## src/mt64_pkg.sv

```systemverilog
`default_nettype none

package mt64_pkg;

	localparam int MT_STATE_WORDS = 312;
	localparam int MT_MIDDLE_OFFSET = 156;

	localparam logic [31:0] SEED_MULT_HI = 32'h5851_F42D;
	localparam logic [31:0] SEED_MULT_LO = 32'h4C95_7F2D;
	localparam logic [63:0] TWIST_MATRIX = 64'hB502_6F5A_A966_19E9;
	localparam logic [63:0] TEMPER_MASK_A = 64'h5555_5555_5555_5555;
	localparam logic [63:0] TEMPER_MASK_B = 64'h71D6_7FFF_EDA6_0000;
	localparam logic [63:0] TEMPER_MASK_C = 64'hFFF7_EEE0_0000_0000;

	localparam logic REQ_RESEED = 1'b0;
	localparam logic REQ_DRAW = 1'b1;

	typedef enum logic [3:0] {
		S_IDLE,
		S_MUL_LL,
		S_MUL_LH,
		S_MUL_HL,
		S_SEED_WR,
		S_TW_LD,
		S_TW_RD,
		S_TW_WR,
		S_DRAW_RD,
		S_DRAW_OUT
	} mt_state_t;

	typedef enum logic [3:0] {
		OP_NONE,
		OP_SEED0,
		OP_MUL_LL,
		OP_MUL_LH,
		OP_MUL_HL,
		OP_SEED_WR,
		OP_TW_PRE,
		OP_TW_LD,
		OP_TW_RD,
		OP_TW_WR,
		OP_DRAW_RD,
		OP_DRAW_OUT
	} mt_op_t;

	typedef struct packed {
		mt_op_t op;
	} mt_cmd_t;

	typedef struct packed {
		logic cnt_last;
		logic idx_end;
	} mt_status_t;

endpackage

`default_nettype wire

```

## src/mt64_ctrl.sv

```systemverilog
`default_nettype none

module mt64_ctrl import mt64_pkg::*; (
	input  wire logic       clk,
	input  wire logic       arst_n,
	input  wire logic       start,
	input  wire logic       req_type,
	input  wire mt_status_t status,
	output mt_cmd_t         cmd,
	output logic            busy
);

	mt_state_t state_q, state_d;

	always_ff @(posedge clk or negedge arst_n) begin
		if (!arst_n) begin
			state_q <= S_IDLE;
		end else begin
			state_q <= state_d;
		end
	end

	always_comb begin
		state_d = state_q;
		unique case (state_q)
			S_IDLE: begin
				if (start) begin
					if (req_type == REQ_RESEED) begin
						state_d = S_MUL_LL;
					end else if (status.idx_end) begin
						state_d = S_TW_LD;
					end else begin
						state_d = S_DRAW_OUT;
					end
				end
			end
			S_MUL_LL:   state_d = S_MUL_LH;
			S_MUL_LH:   state_d = S_MUL_HL;
			S_MUL_HL:   state_d = S_SEED_WR;
			S_SEED_WR:  state_d = status.cnt_last ? S_IDLE : S_MUL_LL;
			S_TW_LD:    state_d = S_TW_WR;
			S_TW_RD:    state_d = S_TW_WR;
			S_TW_WR:    state_d = status.cnt_last ? S_DRAW_RD : S_TW_RD;
			S_DRAW_RD:  state_d = S_DRAW_OUT;
			S_DRAW_OUT: state_d = S_IDLE;
			default:    state_d = S_IDLE;
		endcase
	end

	always_comb begin
		cmd.op = OP_NONE;
		busy = 1'b1;
		unique case (state_q)
			S_IDLE: begin
				busy = 1'b0;
				if (start) begin
					if (req_type == REQ_RESEED) begin
						cmd.op = OP_SEED0;
					end else if (status.idx_end) begin
						cmd.op = OP_TW_PRE;
					end else begin
						cmd.op = OP_DRAW_RD;
					end
				end
			end
			S_MUL_LL:   cmd.op = OP_MUL_LL;
			S_MUL_LH:   cmd.op = OP_MUL_LH;
			S_MUL_HL:   cmd.op = OP_MUL_HL;
			S_SEED_WR:  cmd.op = OP_SEED_WR;
			S_TW_LD:    cmd.op = OP_TW_LD;
			S_TW_RD:    cmd.op = OP_TW_RD;
			S_TW_WR:    cmd.op = OP_TW_WR;
			S_DRAW_RD:  cmd.op = OP_DRAW_RD;
			S_DRAW_OUT: cmd.op = OP_DRAW_OUT;
			default:    cmd.op = OP_NONE;
		endcase
	end

endmodule

`default_nettype wire

```

## config.mk

```make
export PLATFORM = sky130hd
export DESIGN_NAME = mt64_ctrl
export DESIGN_NICKNAME = d
export VERILOG_FILES = /design/src/mt64_pkg.sv /design/src/mt64_ctrl.sv
export SDC_FILE = /design/constraint.sdc
export NUM_CORES = 1
export LEC_CHECK = 0
export BUFFER_PORTS_ARGS = -buffer_cell sky130_fd_sc_hd__buf_4
export CELL_PAD_IN_SITES_DETAIL_PLACEMENT = 2
export CELL_PAD_IN_SITES_GLOBAL_PLACEMENT = 2
export CORE_MARGIN = 5
export CORE_UTILIZATION = 29
export CTS_CLUSTER_SIZE = 28
export DETAILED_ROUTE_END_ITERATION = 10
export PLACE_DENSITY_LB_ADDON = 0.3
export SYNTH_ARGS = -nofsm -noshare
export SYNTH_HDL_FRONTEND = slang
export SYNTH_SLANG_ARGS = --single-unit
```

## constraint.sdc

```tcl
create_clock -name clk -period 4.1 [get_ports clk]
set_clock_uncertainty 0.2 [all_clocks]
set_input_delay 0.41 -clock clk [delete_from_list [all_inputs] [get_ports clk]]
set_output_delay 0.41 -clock clk [all_outputs]
set_load 0.005 [all_outputs]
```

==> flow_metrics.tcl <==
set metrics [dict create \
    outcome "finished, final reports clean" \
    hp-class "in -> async" \
    place_congestion 0.795 \
    top_register "state_q" \
    syn_inst 45 \
    io_buffers 10 \
    yosysUniqueCellTypes 28 \
    core_um2 1280 \
    arrival_ns 1.66 \
    wirelength_um 1180 \
    ios 11 \
    viasPerCell 5.53 \
    crit_slowest_cell "dfrtp_1" \
    period_share 0.554 \
    grt_pass1_wl_um 1850 \
    timing.rr.end "state_q[0]$_DFFE_PN0P_" \
    largest_reg_flops 4 \
    drc 0 \
    dieArea_um2 2180 \
    rr_startpoint "state_q[2]$_DFFE_PN0P_" \
    grt_pass1_vias 411 \
    slowest_delay_ns 0.60 \
    power_density_nw_per_um2 860 \
    crit_start "state_q[1]$_DFFE_PN0P_" \
    start_util 0.304 \
    path_class "reg -> out" \
    p_leak_nw 0.197 \
    grt_use_total 0.125 \
    first_pass_iters 1 \
    worstMarginPinSlew_ns 0.525 \
    syn-cell-area_um2 390 \
    place_area_um2 449 \
    area_growth_pct 23.4 \
    htreeDepth 1 \
    setup_violations 0 \
    grt_max_degree 14 \
    ys_ff_latch 4 \
    finalCriticalPeriod_ns 2.27 \
    die_h_um 46.7 \
    ys_seq_area_frac 0.256 \
    drtIter0Drc 0 \
    post-layout-total-power_mw 0.414 \
    critPathBufInv 1 \
    post_drt_wl_per_cell_um 16.9 \
    cp.required_ns 3.49 \
    clk_latency_ns 0.23 \
    rsz0062_at_grt "false" \
    worstRegToRegCells 3 \
    finalInstanceArea_um2 482 \
    fp.dieW_um 46.7 \
    critPathMaxFanout 13 \
    drtAntennaViolNets 0 \
    crit_path_end_kind "output pin" \
    peakVddDrop_uv 322 \
    setup.worst_path.end "cmd[0]" \
    finalHoldViolCount 0 \
    cap_violations 0 \
    drive_above_1_share 0.309 \
    avgSynthCellArea_um2 8.67 \
    dpl.cell_count 66 \
    pre_cts_ws_ns 2.07 \
    path_delay_family "flip-flops" \
    path_cells "nor2_1 > a221o_1 > o22ai_2 > buf_4" \
    stdcell_count 70 \
    layout_setup_ws_ns 1.83 \
    ys.warnings.count 0 \
    hpwl_um 900 \
    utilization 0.375 \
    overflow 0 \
    slew_headroom 0.650 \
    reg_top3 "state_q (4)" \
    hold_ws_ns 0.316 \
    r2r_slack_ns 2.57 \
    timing.setup.tns_ns 0 \
    clk_pin_slew_worst_paths_ns 0.04 \
    diodes 0 \
    clock_sinks 4 \
    report.final.slew_viol_count 0 \
    start_kind "register" \
    max_freq_mhz 440 \
    tritoncts "built" \
    cts_buffers 3 \
    worst-path-stages 4 \
    cts_buffer_depth 2 \
    syn-num-nets 51 \
    antenna_found_initial 0 \
    placementRows 13 \
    nets 63 \
    vias 387 \
    cts-root-buf "clkbuf_4" \
]
-- power breakdown --
part           internal, mW  leakage (nW)  total (mW)  switching, mW
combinational         0.136         0.135       0.238          0.101
sequential           0.0579        0.0489       0.129         0.0712
clock                0.0327        0.0138      0.0477         0.0150
total                 0.227         0.197       0.414          0.188
-- cell families (layout without fill, tap and decap cells) --
group | count (synthesis) | in the layout | share of synthesized area
buffers and inverters | 8 | 18 | 0.128
multiplexers | 1 | 1 | 0.0256
flip-flops | 4 | 4 | 0.256
AO/OA/AOI/OAI | 15 | 15 | 0.298
AND/OR/NAND/NOR | 17 | 17 | 0.292
-- worst min path at each step --
stage	startpoint	to
after floorplan	arst_n	state_q[0]$_DFFE_PN0P_
after global placement	arst_n	state_q[1]$_DFFE_PN0P_
after detailed placement	arst_n	state_q[2]$_DFFE_PN0P_
after CTS	status[0]	state_q[2]$_DFFE_PN0P_
after global routing	status[0]	state_q[2]$_DFFE_PN0P_
final	arst_n	state_q[2]$_DFFE_PN0P_
-- repair_timing --
item / 4_1_cts / 5_1_grt
hold endpoints to repair: 4 / 0
gates resized for setup: 0 / 0
hold buffers: 1 / 0
buffers inserted: 0 / 0
-- routing by layer --
metal | part of all wire | track usage | vias to the layer above | wire length (µm)
met5 | 0 | 0 | - | 0
met4 | 0.014 | 0.0497 | 0 | 16
met3 | 0.031 | 0.0391 | 2 | 37
met2 | 0.54 | 0.228 | 7 | 643
met1 | 0.41 | 0.130 | 189 | 487
li1 | - | - | 189 | -
-- Yosys cell counts --
| cell | number | area share |
|---|---|---|
| o41ai_1 | 1 | 0.022 |
| nand4_1 | 2 | 0.032 |
| buf_2 | 1 | 0.013 |
| buf_6 | 2 | 0.058 |
| nand2b_1 | 1 | 0.016 |
| nor3_1 | 2 | 0.026 |
| o22ai_2 | 2 | 0.064 |
| nor4_4 | 1 | 0.054 |
| mux2i_1 | 1 | 0.026 |
| or2b_1 | 2 | 0.038 |
| nand3_1 | 1 | 0.013 |
| dfrtp_1 | 4 | 0.26 |
| inv_1 | 4 | 0.038 |
| a22oi_1 | 1 | 0.019 |
| a31oi_1 | 1 | 0.016 |
| nor2b_1 | 2 | 0.032 |
| o21ai_1 | 2 | 0.026 |
| o21a_1 | 1 | 0.019 |
| o21ai_0 | 1 | 0.013 |
| nand3_2 | 1 | 0.026 |
| nor2_1 | 3 | 0.029 |
| a21oi_1 | 2 | 0.026 |
| nand2_1 | 1 | 0.0096 |
| o211ai_1 | 1 | 0.019 |
| and2_1 | 1 | 0.016 |
| buf_4 | 1 | 0.019 |
| a221o_1 | 2 | 0.051 |
| o2bb2ai_1 | 1 | 0.022 |
-- area by class of cell --
type                            count  area, µm²
Multi-Input combinational cell     33        240
Tap cell                           15       18.8
Fill cell                         152        803
Clock buffer                        3       22.5
Inverter                            4       15.0
Sequential cell                     4        100
Timing Repair Buffer               11       85.1
-- cells in the final DEF (no fill, tap or decap), types with 2 or more instances in the layout --
cell type and count:
nor2b_1 2, nand4_1 2, clkbuf_4 3, buf_4 10, o22ai_2 2, a21oi_1 2
inv_1 4, o21ai_1 2, nor2_1 3, nor3_1 2, dfrtp_1 4, or2b_1 2
a221o_1 2
No activity file was read; power rests on OpenSTA's default activity.
